## src/rtl/core/cntg_pkg.sv

```systemverilog
// Shared constants, types and step functions for the normalisation cube map core.
// Used by every module under rtl/core; depends on nothing.
package cntg_pkg;

  localparam int FRAC_BITS = 16;
  localparam int FACE_W    = 3;
  localparam int TEX_W     = 10;
  localparam int CFG_W     = 11;
  localparam int SPAN_W    = 10;
  localparam int Q_W       = 18;   // coordinate quotient, 0..2*ONE
  localparam int MAG_W     = 17;   // component magnitude, 0..ONE
  localparam int SQ_W      = 34;   // squared length, at most 3*ONE*ONE
  localparam int RAD_W     = 36;   // squared length padded to whole digit pairs
  localparam int ROOT_W    = 18;
  localparam int LEN_W     = 17;
  localparam int RQ_W      = 18;
  localparam int PROD_W    = 34;
  localparam int M_W       = 18;
  localparam int ENC_W     = 28;
  localparam int BYTE_W    = 8;

  localparam int STEPS_PER_STAGE = 3;
  localparam int DIV_STAGES      = 6;   // 18 quotient / root bits at 3 per stage

  localparam logic [MAG_W-1:0]  FX_ONE    = 17'h10000;
  localparam logic [Q_W-1:0]    Q_ONE     = 18'h10000;
  localparam logic [LEN_W-1:0]  RCP_SEED  = 17'd16384;  // 2^32 >> 18
  localparam logic [CFG_W-1:0]  MIN_SIZE  = 11'd2;
  localparam logic [CFG_W-1:0]  MAX_SIZE  = 11'd1024;
  localparam logic [SPAN_W-1:0] SPAN_RST  = 10'd255;
  localparam logic [BYTE_W-1:0] BYTE_MID  = 8'd127;
  localparam logic [BYTE_W-1:0] BYTE_MAX  = 8'd255;

  localparam logic [FACE_W-1:0] FACE_POS_X = 3'd0;
  localparam logic [FACE_W-1:0] FACE_NEG_X = 3'd1;
  localparam logic [FACE_W-1:0] FACE_POS_Y = 3'd2;
  localparam logic [FACE_W-1:0] FACE_NEG_Y = 3'd3;
  localparam logic [FACE_W-1:0] FACE_POS_Z = 3'd4;
  localparam logic [FACE_W-1:0] FACE_NEG_Z = 3'd5;

  typedef struct packed {
    logic                   bad;
    logic [2:0]             neg;
    logic [2:0][MAG_W-1:0]  mag;
  } vec_t;

  typedef struct packed {
    logic [SPAN_W-1:0] rem;
    logic [Q_W-1:0]    q;
  } cdiv_t;

  typedef struct packed {
    logic [ROOT_W+1:0] rem;
    logic [ROOT_W-1:0] root;
    logic [RAD_W-1:0]  x;
  } sqrt_t;

  typedef struct packed {
    logic [LEN_W-1:0] rem;
    logic [RQ_W-1:0]  q;
  } rcp_t;

  // restoring division, three quotient bits
  function automatic cdiv_t cdiv_step(cdiv_t st, logic first_bit, logic [SPAN_W-1:0] d);
    cdiv_t         r;
    logic [SPAN_W:0] t;
    logic          b;
    r = st;
    for (int j = 0; j < STEPS_PER_STAGE; j++) begin
      b = (j == 0) ? first_bit : 1'b0;
      t = {r.rem, b};
      if (t >= {1'b0, d}) begin
        t   = t - {1'b0, d};
        r.q = {r.q[Q_W-2:0], 1'b1};
      end else begin
        r.q = {r.q[Q_W-2:0], 1'b0};
      end
      r.rem = t[SPAN_W-1:0];
    end
    return r;
  endfunction

  // digit-by-digit square root, three result bits
  function automatic sqrt_t sqrt_step(sqrt_t st);
    sqrt_t             r;
    logic [ROOT_W+3:0] t;
    logic [ROOT_W+3:0] trial;
    r = st;
    for (int j = 0; j < STEPS_PER_STAGE; j++) begin
      t     = {r.rem, r.x[RAD_W-1:RAD_W-2]};
      trial = {2'b00, r.root, 2'b01};
      if (t >= trial) begin
        t      = t - trial;
        r.root = {r.root[ROOT_W-2:0], 1'b1};
      end else begin
        r.root = {r.root[ROOT_W-2:0], 1'b0};
      end
      r.rem = t[ROOT_W+1:0];
      r.x   = {r.x[RAD_W-3:0], 2'b00};
    end
    return r;
  endfunction

  // reciprocal division, dividend bits below the seed are all zero
  function automatic rcp_t rcp_step(rcp_t st, logic [LEN_W-1:0] d);
    rcp_t           r;
    logic [LEN_W:0] t;
    r = st;
    for (int j = 0; j < STEPS_PER_STAGE; j++) begin
      t = {r.rem, 1'b0};
      if (t >= {1'b0, d}) begin
        t   = t - {1'b0, d};
        r.q = {r.q[RQ_W-2:0], 1'b1};
      end else begin
        r.q = {r.q[RQ_W-2:0], 1'b0};
      end
      r.rem = t[LEN_W-1:0];
    end
    return r;
  endfunction

endpackage

```

## src/rtl/core/cntg_sqrt.sv

```systemverilog
// Pipelined integer square root of the squared length, 3 root bits per stage.
// Depends on cntg_pkg.
module cntg_sqrt (
  input  logic                         clk,
  input  logic                         rst_n,
  input  logic                         en,
  input  logic                         in_valid,
  input  logic [cntg_pkg::SQ_W-1:0]    in_len2,
  input  cntg_pkg::vec_t               in_side,
  output logic                         out_valid,
  output logic [cntg_pkg::LEN_W-1:0]   out_len,
  output cntg_pkg::vec_t               out_side
);

  cntg_pkg::sqrt_t                 st_r  [cntg_pkg::DIV_STAGES];
  cntg_pkg::sqrt_t                 st_nxt[cntg_pkg::DIV_STAGES];
  cntg_pkg::vec_t                  side_r[cntg_pkg::DIV_STAGES];
  logic [cntg_pkg::DIV_STAGES-1:0] vld_r;
  cntg_pkg::sqrt_t                 seed;

  always_comb begin
    seed.rem  = '0;
    seed.root = '0;
    seed.x    = {{(cntg_pkg::RAD_W-cntg_pkg::SQ_W){1'b0}}, in_len2};
    st_nxt[0] = cntg_pkg::sqrt_step(seed);
    for (int s = 1; s < cntg_pkg::DIV_STAGES; s++) begin
      st_nxt[s] = cntg_pkg::sqrt_step(st_r[s-1]);
    end
  end

  always_ff @(posedge clk) begin
    if (!rst_n) begin
      vld_r <= '0;
    end else if (en) begin
      vld_r <= {vld_r[cntg_pkg::DIV_STAGES-2:0], in_valid};
    end
  end

  always_ff @(posedge clk) begin
    if (en) begin
      st_r      <= st_nxt;
      side_r[0] <= in_side;
      for (int s = 1; s < cntg_pkg::DIV_STAGES; s++) begin
        side_r[s] <= side_r[s-1];
      end
    end
  end

  // root of a valid face lies in ONE..sqrt(3)*ONE, so 17 bits suffice
  assign out_valid = vld_r[cntg_pkg::DIV_STAGES-1];
  assign out_len   = st_r[cntg_pkg::DIV_STAGES-1].root[cntg_pkg::LEN_W-1:0];
  assign out_side  = side_r[cntg_pkg::DIV_STAGES-1];

endmodule

```

## config.mk

```make
export PLATFORM = sky130hd
export DESIGN_NAME = cntg_sqrt
export DESIGN_NICKNAME = d
export VERILOG_FILES = /design/src/rtl/core/cntg_pkg.sv /design/src/rtl/core/cntg_sqrt.sv
export SDC_FILE = /design/constraint.sdc
export NUM_CORES = 1
export LEC_CHECK = 0
export ABC_AREA = 1
export BUFFER_PORTS_ARGS = -buffer_cell sky130_fd_sc_hd__buf_2
export CORE_MARGIN = 4
export CORE_UTILIZATION = 55
export DETAILED_ROUTE_END_ITERATION = 12
export GPL_ROUTABILITY_DRIVEN = 0
export PLACE_DENSITY_LB_ADDON = 0.12
export RECOVER_POWER = 25
export SETUP_SLACK_MARGIN = 0.3
export SYNTH_ARGS = -nofsm -noshare
export SYNTH_HDL_FRONTEND = slang
export SYNTH_SLANG_ARGS = --single-unit
```

## constraint.sdc

```tcl
create_clock -name clk -period 6.1 [get_ports clk]
set_clock_uncertainty 0.05 [all_clocks]
set_input_delay 0 -clock clk [delete_from_list [all_inputs] [get_ports clk]]
set_output_delay 0 -clock clk [all_outputs]
set_load 0.005 [all_outputs]
```

Yosys cells after proc, flatten, opt, wreduce, memory -nomap -nowiden

Memories as Yosys holds them, arrays and structs flattened.
Cells that the tools add are included.

Memories kept: 1
Output and inout port bits: 73
Logic and storage cells: 86
Register bits after elaboration: 253
Input bits: 93
Bits in writable memories: 330

Memories:

| memory | words | width | rd ports | clocked after memory_dff | wr ports | RTL line        | text |
|---|---|---|---|---|---|---|---|
| side_r | 6     | 55    | 6        | 0                        | 6        | cntg_sqrt.sv:17 | `cntg_pkg::vec_t side_r[cntg_pkg::DIV_STAGES];` |

Add/sub/neg operators: 16
Order comparisons: 17
Mux-type cells: 35

Operators by type and width:

| operator                                     | number |
|---|---|
| two-way mux 20 bit                           | 16 |
| greater-or-equal comparator 22 x 10 -> 1 bit | 1 |
| greater-or-equal comparator 22 x 11 -> 1 bit | 1 |
| greater-or-equal comparator 22 x 12 -> 1 bit | 1 |
| greater-or-equal comparator 22 x 13 -> 1 bit | 1 |
| greater-or-equal comparator 22 x 14 -> 1 bit | 1 |
| greater-or-equal comparator 22 x 15 -> 1 bit | 1 |
| greater-or-equal comparator 22 x 16 -> 1 bit | 1 |
| greater-or-equal comparator 22 x 17 -> 1 bit | 1 |
| greater-or-equal comparator 22 x 18 -> 1 bit | 1 |
| greater-or-equal comparator 22 x 3 -> 1 bit  | 1 |
| greater-or-equal comparator 22 x 4 -> 1 bit  | 1 |
| greater-or-equal comparator 22 x 5 -> 1 bit  | 1 |
| greater-or-equal comparator 22 x 6 -> 1 bit  | 1 |
| greater-or-equal comparator 22 x 7 -> 1 bit  | 1 |
| greater-or-equal comparator 22 x 8 -> 1 bit  | 1 |
| greater-or-equal comparator 22 x 9 -> 1 bit  | 1 |
| subtractor 20 x 10 -> 20 bit                 | 1 |
| subtractor 20 x 11 -> 20 bit                 | 1 |
| subtractor 20 x 12 -> 20 bit                 | 1 |
| subtractor 20 x 13 -> 20 bit                 | 1 |
| subtractor 20 x 14 -> 20 bit                 | 1 |
| subtractor 20 x 15 -> 20 bit                 | 1 |
| subtractor 20 x 16 -> 20 bit                 | 1 |
| other kinds (11)                             | 29 |

Logic depth before layout (Yosys ltp)

Gate-level depths: netlist of run 1.

Depth in word-level cells: 6
Depth in mapped cells: 42
Depth with buffers taken out: 37

Least setup slack after synthesis of run 1

No wires, ideal clock.

Path type: reg2reg
From: register st_r[265] (netlist bit)
To: register st_r[213] (netlist bit), data pin
Library setup time: 252 ps
Cell stages (with the launch flop): 38
Setup slack: 576 ps
Data arrival time: 5,221 ps
Path through: edfxtp_1 > inv_1 > ha_1 > a21oi_2 > nand4_1 > nor2_2 > nand3_4 > buf_6 > inv_1 > clkbuf_1 > nand2_1 > o21ai_0 > ha_1 > clkbuf_1 > a21oi_1 > o21ai_0 > inv_1 > nand2_1 > [... 2 more ...] > buf_6 > inv_1 > buf_2 > nand2_1 > o21ai_0 > ha_1 > nand2_1 > nor2_1 > and3b_1 > nand2_1 > nor2_1 > nand3_1 > inv_1 > nor2_1 > nand2_2 > buf_6 > nand2_1 > nand2_1

RTL lines:

| what                   | RTL line        | text |
|---|---|---|
| start, declared        | cntg_sqrt.sv:15 | `cntg_pkg::sqrt_t st_r [cntg_pkg::DIV_STAGES];` |
| start signal, assigned | cntg_sqrt.sv:41 | `st_r <= st_nxt;` |

==> run_results.csv, run 1 <==
group,metric,value,unit
die,rows,88,
timing,setup_viol_count_final,0,
routing,routed_via_density,5.55,
logic_synthesis,postSynthAreaPerCell,9.18,um^2
job,timing.max_cap.violations,0,
placement,numPortBuffers,165,
logic_synthesis,async_reset_ff_frac,0,
die,die_area,0.0628,mm^2
final_layout,drive_above_1_share,0.159,
logic_synthesis,synthMostInstantiatedCell,"nand2_1",
clock_tree,cts_tree,"built",
setup_path,arrival,5.89,ns
timing,worst_pin_slew,1.01,ns
timing,rsz0062_at_grt,"yes",
logic_synthesis,yosys.area.top_type,"edfxtp_1",
placement,placed_area,0.0342,mm^2
logic_synthesis,syn-cell-area,0.0324,mm^2
final_layout,antennaDiodeCount,0,
routing,vias,26400,
die,ios,166,
placement,dp_slack,-0.354,ns
grt,antenna_found_initial,0,
timing,setup_ws,0.493,ns
power_and_ir_drop,ir_worst_vdd,0.305,mV
timing,max_freq,178,MHz
grt,gr-total-overflow,0,
timing,slew_violations,0,
routing,wl_per_cell,17.5,um
min_path,hp-class,"input port to flip-flop",
logic_synthesis,synth_area_leaders,"edfxtp_1 (52%), nand2_1 (11%), ha_1 (6.5%)",
logic_synthesis,ys_ff_latch,572,
setup_path,critPathLaunchType,"flip-flop",
logic_synthesis,yosysWarnings,0,
final_layout,stdcell_area,0.0386,mm^2
final_layout,area_growth,19.2,%
placement,place_inst,4456,
logic_synthesis,ys_top_cells_by_count,"nand2_1 (938), edfxtp_1 (566), inv_1 (422)",
setup_path,critPathKind,"flip-flop to flip-flop",
setup_path,crit_path_frequent_cell,"nand2_1",
logic_synthesis,synth-edff-count,566,
logic_synthesis,ys_types,55,
power_and_ir_drop,powerDensity,369,mW/mm^2
grt,grt_max_degree,165,
setup_path,cp_slowest_cell,"edfxtp_1",
final_layout,nets,4199,
placement,dpl.hpwl,58.4,mm
routing,drt_iter0_drc,2403,
final_layout,finalNonFillerCells,4753,
setup_path,cp_slowest_stage_delay,0.47,ns
routing,drt_wl_total,83.2,mm
die,die_w,251,um
logic_synthesis,ys.flop_type,"edfxtp_1",
power_and_ir_drop,leakagePower,16.7,nW
timing,finalHoldViolations,0,
clock_tree,root_buffer,"clkbuf_16",
die,die_y,251,um
final_layout,final_util,0.665,
timing,relSlewSlack,0.326,
setup_path,cp.required,6.39,ns
setup_path,end_kind,"flip-flop",
grt,grtUsageTotal,0.253,
logic_synthesis,synth_seq_area_share,0.529,
routing,drc,0,
grt,grt_pass1_wl,129,mm
clock_tree,clk_pin_slew,0.06,ns
timing,finalCritPeriodShare,0.919,
timing,finalCriticalPeriod,5.61,ns
run_status,status,"complete, no violations",
setup_path,crit_path_max_fanout,16,
clock_tree,worstSkewPairLatency,0.64,ns
clock_tree,numCtsBuffers,58,
clock_tree,cts.sinks,572,
logic_synthesis,synth_top_area_share,0.525,
die,start_util,0.558,
clock_tree,htree_levels,2,
clock_tree,cts.path.max_buffers,3,
grt,grt_pass1_vias,24900,
logic_synthesis,synthesis.instances,3525,
die,coreArea,0.0580,mm^2
routing,drt_pass1_iterations,8,
routing,postRouteAntennaNets,0,
==> worst paths after layout <==
check / startpoint / end / slack (ns) / depth (start not counted)
hold reg to reg: side_r[3][34]$_DFFE_PP_ / side_r[4][34]$_DFFE_PP_ / 0.36 / 0
setup reg to reg: st_r[264]$_DFFE_PP_ / st_r[207]$_DFFE_PP_ / 0.49 / 31
setup / recovery: st_r[264]$_DFFE_PP_ / st_r[207]$_DFFE_PP_ / 0.49 / 31
hold / removal: in_side[23] / side_r[0][23]$_DFFE_PP_ / 0.009 / 2
==> per-stage QoR <==
step / total power [mW] / hold slack (ns) / TNS, ns
6_report: 14.2 / 0.00887 / 0
3_5_place_dp: 10.3 / 0.128 / -5.98
3_3_place_gp: 10.2 / 0.126 / -3.61
2_1_floorplan: 8.87 / 0.0489 / 0
4_1_cts: 13.8 / 0.000285 / 0
5_1_grt: 15.2 / 0.00413 / 0
==> metal layers <==
metal  vias up  wire, um  share of wire  track usage
met5         -         0              0            0
met4         0      2990          0.036       0.0827
met3       254      7140          0.086       0.0537
met2      1223     38700           0.47        0.415
met1     12200     34300           0.41        0.339
li1      12700         -              -            -
==> layout by cell type (no fill, tap or decap), drive strengths merged <==
cell / n
nand2: 975
nor2: 337
nor4: 8
a21o: 9
or2: 15
nand3: 278
clkinv: 32
a211oi: 3
a21oi: 169
o21ai: 190
inv: 447
dlygate4sd3: 142
nand4: 67
xor2: 65
o2111ai: 1
nand3b: 17
a31oi: 13
o311ai: 1
o21bai: 10
bufinv: 2
clkbuf: 77
xnor2: 51
and3b: 1
o211ai: 6
and2: 7
a21boi: 2
ha: 167
dfxtp: 6
o221a: 1
conb: 2
nor3b: 4
edfxtp: 566
and3: 2
nor3: 42
o21a: 9
o31ai: 2
clkinvlp: 13
buf: 249
==> what timing repair did <==
| item | in CTS | in global routing |
|---|---|---|
| gates resized for setup | 36 | 173 |
| gates cloned | 2 | 4 |
| pin swaps | 5 | 31 |
| setup endpoints to repair | 39 | 82 |
| buffers inserted | 10 | 30 |
| hold buffers | 141 | 1 |
| hold endpoints to repair | 222 | 1 |
==> worst max-delay path, delay by kind of cell (launching register included) <==
kind | cells | cell delay [ns]
adder cells (fa/ha/maj) | 3 | 0.97
AND/OR/NAND/NOR | 15 | 1.83
AO/OA/AOI/OAI | 3 | 0.59
flip-flops | 1 | 0.47
buffers and inverters | 10 | 1.44
==> state kept, by name, indices dropped and copies added, names as in the netlist <==
name	count
st_r	159
vld_r	6
st_nxt	60
out_len	17
side_r	330
==> cells by family after synthesis <==
group / after synthesis / synth area share
XOR/XNOR: 116 / 0.0314
buffers and inverters: 501 / 0.0640
flip-flops: 572 / 0.529
AND/OR/NAND/NOR: 1752 / 0.240
adder cells (fa/ha/maj): 167 / 0.0645
AO/OA/AOI/OAI: 416 / 0.0713
other: 1 / 0.000116
==> layout make-up <==
type,instances,area [um^2]
inverter,447,1710
clock buffer,67,1490
multi-input combinational,2454,13900
sequential,572,17100
tap,765,957
fill,4424,19400
clock inverter,42,363
timing repair inverter,5,37.5
timing repair buffer,401,3030
==> power by group <==
group	switching (mW)	internal (mW)	leakage [nW]	total (mW)
clock	1.54	1.86	0.888	3.40
sequential	0.273	4.85	5.53	5.12
combinational	3.72	1.98	10.3	5.70
No activity file was read; power rests on OpenSTA's default activity.
==> run 2, diff against run 1 <==
--- a/config.mk
+++ b/config.mk
@@ -7,8 +7,10 @@
 export LEC_CHECK = 0
 export ABC_AREA = 1
 export BUFFER_PORTS_ARGS = -buffer_cell sky130_fd_sc_hd__buf_2
+export CELL_PAD_IN_SITES_DETAIL_PLACEMENT = 0
+export CELL_PAD_IN_SITES_GLOBAL_PLACEMENT = 1
 export CORE_MARGIN = 4
-export CORE_UTILIZATION = 55
+export CORE_UTILIZATION = 48
 export DETAILED_ROUTE_END_ITERATION = 12
 export GPL_ROUTABILITY_DRIVEN = 0
 export PLACE_DENSITY_LB_ADDON = 0.12
==> run_results.csv, run 2 (synthesis gave the netlist of run 1 again) <==
group,metric,value,unit
final_layout,regArea,0.0171,mm^2
timing,slew_violations,0,
power_and_ir_drop,pwr-share-seq,0.356,
setup_path,crit_path_max_fanout,12,
die,die_y,268,um
timing,finalHoldViolations,0,
clock_tree,clk_pin_slew,0.06,ns
final_layout,final_util,0.588,
power_and_ir_drop,internal_power,8.90,mW
power_and_ir_drop,p_comb_frac,0.398,
clock_tree,root_buffer,"clkbuf_16",
final_layout,regMostFlops,"side_r",
setup_path,cp_slowest_cell,"edfxtp_1",
die,die_area,0.0717,mm^2
grt,grt_pass1_vias,24500,
routing,postRouteAntennaNets,0,
final_layout,area_growth,20.4,%
timing,max_freq,183,MHz
setup_path,end_kind,"flip-flop",
setup_path,r2r_end,"st_r[140]$_DFFE_PP_",
routing,vias,25700,
job,timing.max_cap.violations,0,
final_layout,fillCellCount,5676,
die,ios,166,
final_layout,multi_input_area,0.0138,mm^2
min_path,min_to,"side_r[0][10]$_DFFE_PP_",
grt,antenna_found_initial,3,
die,die_w,268,um
clock_tree,numCtsBuffers,59,
power_and_ir_drop,p_clk_frac,0.246,
routing,wl_per_cell,17.6,um
setup_path,cp_slowest_stage_delay,0.47,ns
clock_tree,cts_tree,"built",
clock_tree,worstSkewPairLatency,0.63,ns
timing,worst_pin_slew,1.10,ns
setup_path,cp.required,6.40,ns
timing,setup_viol_count_final,0,
routing,drc,0,
routing,routed_via_density,5.27,
timing,finalCriticalPeriod,5.46,ns
setup_path,reg2reg_depth,33,
placement,numPortBuffers,165,
setup_path,arrival,5.77,ns
power_and_ir_drop,netSwitchingFraction,0.383,
setup_path,rr_startpoint,"st_r[190]$_DFFE_PP_",
placement,dpl.hpwl,63.3,mm
routing,drt_pass1_iterations,6,
final_layout,nets,4229,
min_path,worstHoldStart,"in_side[10]",
min_path,hold_depth,2,
final_layout,final_cell_mix,"nand2_1 (927), edfxtp_1 (566), inv_1 (402), nor2_1 (291), nand3_1 (246)",
routing,drt_iter0_drc,2043,
die,rows,94,
clock_tree,htree_levels,2,
grt,gr-total-overflow,0,
final_layout,largest_reg_flops,330,
routing,drt_wl_total,86.1,mm
power_and_ir_drop,ir_worst_vdd,0.346,mV
min_path,hp-class,"input port to flip-flop",
setup_path,crit_path_frequent_cell,"nand2_1",
power_and_ir_drop,powerDensity,370,mW/mm^2
clock_tree,cts.path.max_buffers,3,
timing,finalCritPeriodShare,0.895,
die,coreArea,0.0663,mm^2
power_and_ir_drop,p_switching,5.51,mW
grt,grt_pass1_wl,133,mm
timing,relSlewSlack,0.264,
final_layout,mostFrequentLayoutCell,"nand2_1",
grt,grtUsageTotal,0.234,
run_status,status,"complete, no violations",
setup_path,critPathKind,"flip-flop to flip-flop",
timing,rsz0062_at_grt,"yes",
power_and_ir_drop,finalPower,14.4,mW
die,start_util,0.488,
final_layout,drive_above_1_share,0.165,
power_and_ir_drop,leakagePower,16.9,nW
setup_path,rrSetupSlack,0.64,ns
setup_path,critPathLaunchType,"flip-flop",
grt,grt_max_degree,165,
clock_tree,cts.sinks,572,
-- run 2: stage by stage --
stage	instances	setup TNS [ns]	worst slack, ns	hold WS, ns	area, um^2
after floorplan	3526	0	0.576	0.0489	32400
after global placement	4560	-4.20	-0.381	0.126	34400
after detailed placement	4560	-4.34	-0.377	0.128	34400
after CTS	4818	0	0.301	0.00206	37900
after global routing	4884	0	0.220	0.00311	39000
final	4885	0	0.639	0.0268	39000
-- run 2: layout make-up --
| cell class | count | area share |
|---|---|---|
| inverters | 447 | 0.0437 |
| well taps | 864 | 0.0277 |
| multi-input cells | 2454 | 0.355 |
| clock inverters | 32 | 0.00895 |
| repair inverters | 5 | 0.000995 |
| diodes | 4 | 0.000257 |
| flip-flops and latches | 572 | 0.439 |
| clock buffers | 77 | 0.0406 |
| repair buffers | 430 | 0.0836 |
-- run 2: power groups by stage --
stage,registers [mW],clock network [mW],logic (mW)
after global routing,5.16,3.84,6.45
after floorplan,5.06,0,3.81
after detailed placement,5.19,0,5.25
final,5.13,3.55,5.74
after global placement,5.18,0,5.22
after CTS,5.11,3.64,5.39
-- run 2: routing by layer --
| layer | part of all wire | up-vias | global-route usage |
|---|---|---|---|
| met1 | 0.45 | 12000 | 0.331 |
| met4 | 0.034 | 0 | 0.0721 |
| met2 | 0.45 | 768 | 0.374 |
| met5 | 0 | - | 0 |
| met3 | 0.059 | 149 | 0.0381 |
| li1 | - | 12800 | - |
-- run 2: worst max-delay path: cells and delay by family (launching register included) --
family,cells,cell delay [ns]
simple gates,15,1.36
buf+inv,8,1.09
compound gates,7,1.26
fa+ha+maj,3,0.91
flops,1,0.47
-- run 2: worst max-delay path by stage --
stage | startpoint | endpoint | slack (ns) | depth (start not counted)
global route | st_r[110]$_DFFE_PP_ | out_len[0]$_DFFE_PP_ | 0.22 | 34
detailed placement | st_r[336]$_DFFE_PP_ | st_r[284]$_DFFE_PP_ | -0.38 | 26
global placement | st_r[336]$_DFFE_PP_ | st_r[284]$_DFFE_PP_ | -0.38 | 26
finish | st_r[190]$_DFFE_PP_ | st_r[140]$_DFFE_PP_ | 0.64 | 33
floorplan | st_r[265]$_DFFE_PP_ | st_r[213]$_DFFE_PP_ | 0.58 | 37
CTS | st_r[193]$_DFFE_PP_ | st_r[146]$_DFFE_PP_ | 0.30 | 33
-- run 2: timing repair --
| action | CTS | global route |
|---|---|---|
| setup buffers | 8 | 60 |
| hold buffers | 138 | 0 |
| pin swaps | 5 | 38 |
| gates resized for setup | 42 | 166 |
| cloned | 3 | 3 |
| endpoints found under the setup margin | 72 | 82 |
| hold endpoints to repair | 182 | 0 |
==> run 3, diff against run 2 <==
--- a/config.mk
+++ b/config.mk
@@ -11,6 +11,7 @@
 export CELL_PAD_IN_SITES_GLOBAL_PLACEMENT = 1
 export CORE_MARGIN = 4
 export CORE_UTILIZATION = 48
+export CTS_BUF_LIST = sky130_fd_sc_hd__clkbuf_8 sky130_fd_sc_hd__clkbuf_16
 export DETAILED_ROUTE_END_ITERATION = 12
 export GPL_ROUTABILITY_DRIVEN = 0
 export PLACE_DENSITY_LB_ADDON = 0.12
==> run_results.csv, run 3 (synthesis gave the netlist of run 1 again) <==
group,metric,value,unit
grt,antenna_found_initial,3,
power_and_ir_drop,leakagePower,17.0,nW
die,start_util,0.488,
routing,drc,0,
setup_path,critical_path_depth,34,
final_layout,drive_above_1_share,0.165,
routing,met1_length,38.9,mm
setup_path,rrSetupSlack,0.62,ns
routing,drt_iter0_drc,2032,
routing,postRouteAntennaNets,0,
routing,wl_per_cell,17.6,um
setup_path,end_kind,"flip-flop",
placement,dpl.hpwl,63.3,mm
clock_tree,cts.sinks,572,
job,timing.max_cap.violations,0,
setup_path,cp-endpoint,"st_r[140]$_DFFE_PP_",
die,rows,94,
setup_path,critPathKind,"flip-flop to flip-flop",
power_and_ir_drop,finalPower,14.4,mW
clock_tree,worstSkewPairLatency,0.63,ns
grt,grtUsageTotal,0.234,
setup_path,cp.required,6.40,ns
placement,numPortBuffers,165,
routing,dr_wl_met2,39.1,mm
routing,drt_wl_total,86.1,mm
final_layout,largest_reg_flops,330,
timing,finalHoldViolations,0,
timing,tns,0,ns
setup_path,reg2reg_depth,34,
clock_tree,cts.path.max_buffers,3,
timing,rsz0062_at_grt,"yes",
die,ios,166,
run_status,status,"complete, no violations",
die,die_area,0.0717,mm^2
timing,relSlewSlack,0.261,
clock_tree,htree_levels,2,
clock_tree,clk_pin_slew,0.06,ns
grt,grt_pass1_wl,133,mm
die,die_y,268,um
routing,vias,25700,
power_and_ir_drop,powerDensity,369,mW/mm^2
grt,grt_pass1_vias,24500,
min_path,hold_depth,2,
setup_path,r2r_end,"st_r[140]$_DFFE_PP_",
clock_tree,root_buffer,"clkbuf_16",
routing,drt_pass1_iterations,6,
final_layout,final_cell_mix,"nand2_1 (927), edfxtp_1 (566), inv_1 (416), nor2_1 (291), nand3_1 (246)",
grt,grt_max_degree,165,
clock_tree,cts_tree,"built",
setup_path,crit_path_frequent_cell,"nand2_1",
setup_path,crit_path_max_fanout,15,
setup_path,cp_slowest_cell,"ha_1",
clock_tree,numCtsBuffers,59,
placement,place_inst,4560,
final_layout,mostFrequentLayoutCell,"nand2_1",
setup_path,cp_num_buf_inv,7,
placement,dp_slack,-0.377,ns
power_and_ir_drop,ir_worst_vdd,0.346,mV
grt,gr-total-overflow,0,
setup_path,rr_startpoint,"st_r[190]$_DFFE_PP_",
routing,top_layer,"met4",
final_layout,nets,4229,
routing,routed_via_density,5.26,
setup_path,critPathLaunchType,"flip-flop",
setup_path,cp_slowest_stage_delay,0.49,ns
setup_path,arrival,5.78,ns
timing,setup_ws,0.623,ns
timing,setup_viol_count_final,0,
setup_path,cp-startpoint,"st_r[190]$_DFFE_PP_",
die,die_w,268,um
timing,worst_pin_slew,1.11,ns
timing,max_freq,183,MHz
final_layout,regMostFlops,"side_r",
routing,wl_met3,5.14,mm
final_layout,finalNonFillerCells,4885,
timing,slew_violations,0,
setup_path,critical_path.top_delay_family,"simple AND/OR/NAND/NOR gates",
timing,finalCriticalPeriod,5.48,ns
final_layout,fillCellCount,5676,
final_layout,area_growth,20.4,%
timing,finalCritPeriodShare,0.898,
die,coreArea,0.0663,mm^2
min_path,hp-class,"input port to flip-flop",
-- run 3: cell count changes in the layout (fill, tap and decap cells not counted) --
cell and delta:
inv_1 +14, clkbuf_1 -14
-- run 3: repair_timing --
| action | CTS | global route |
|---|---|---|
| hold buffers | 138 | 0 |
| cloned | 3 | 3 |
| resized for setup | 42 | 166 |
| pin swaps | 5 | 38 |
| endpoints found under the setup margin | 72 | 82 |
| setup buffers | 8 | 60 |
| endpoints found under the hold margin | 182 | 0 |
-- run 3: area by class of cell --
cell class / instances / area [um^2] / share of cell area
flip-flops and latches: 572 / 17100 / 0.439
well taps: 864 / 1080 / 0.0277
diodes: 4 / 10.0 / 0.000257
multi-input cells: 2454 / 13800 / 0.355
repair buffers: 430 / 3260 / 0.0836
repair inverters: 5 / 38.8 / 0.000995
clock inverters: 46 / 402 / 0.0103
clock buffers: 63 / 1530 / 0.0393
inverters: 447 / 1700 / 0.0437
-- run 3: routing by layer --
layer,vias up,track usage
met2,742,0.374
met3,155,0.0381
met1,12000,0.331
met5,-,0
li1,12800,-
met4,0,0.0721
-- run 3: report_power, final --
part / total (mW) / internal [mW] / switching [mW] / leakage, nW
registers: 5.13 / 4.85 / 0.276 / 5.53
logic: 5.75 / 2.03 / 3.71 / 10.4
clock network: 3.52 / 1.99 / 1.53 / 0.995
-- run 3: per-stage QoR --
| stage | area [um^2] | hold slack [ns] | util |
|---|---|---|---|
| after floorplan | 32400 | 0.0489 | - |
| after global placement | 34400 | 0.126 | 0.518 |
| after detailed placement | 34400 | 0.128 | 0.518 |
| after CTS | 37900 | 0.00206 | 0.571 |
| after global routing | 39000 | 0.00311 | 0.588 |
| final | 39000 | 0.0296 | 0.588 |
-- run 3: how the worst min path moves through the flow --
| stage | startpoint | endpoint |
|---|---|---|
| 2_1_floorplan | in_side[0] | side_r[0][0]$_DFFE_PP_ |
| 3_3_place_gp | in_side[18] | side_r[0][18]$_DFFE_PP_ |
| 3_5_place_dp | in_side[2] | side_r[0][2]$_DFFE_PP_ |
| 4_1_cts | in_len2[23] | st_nxt[331]$_DFFE_PP_ |
| 5_1_grt | in_side[44] | side_r[0][44]$_DFFE_PP_ |
| 6_report | in_side[10] | side_r[0][10]$_DFFE_PP_ |
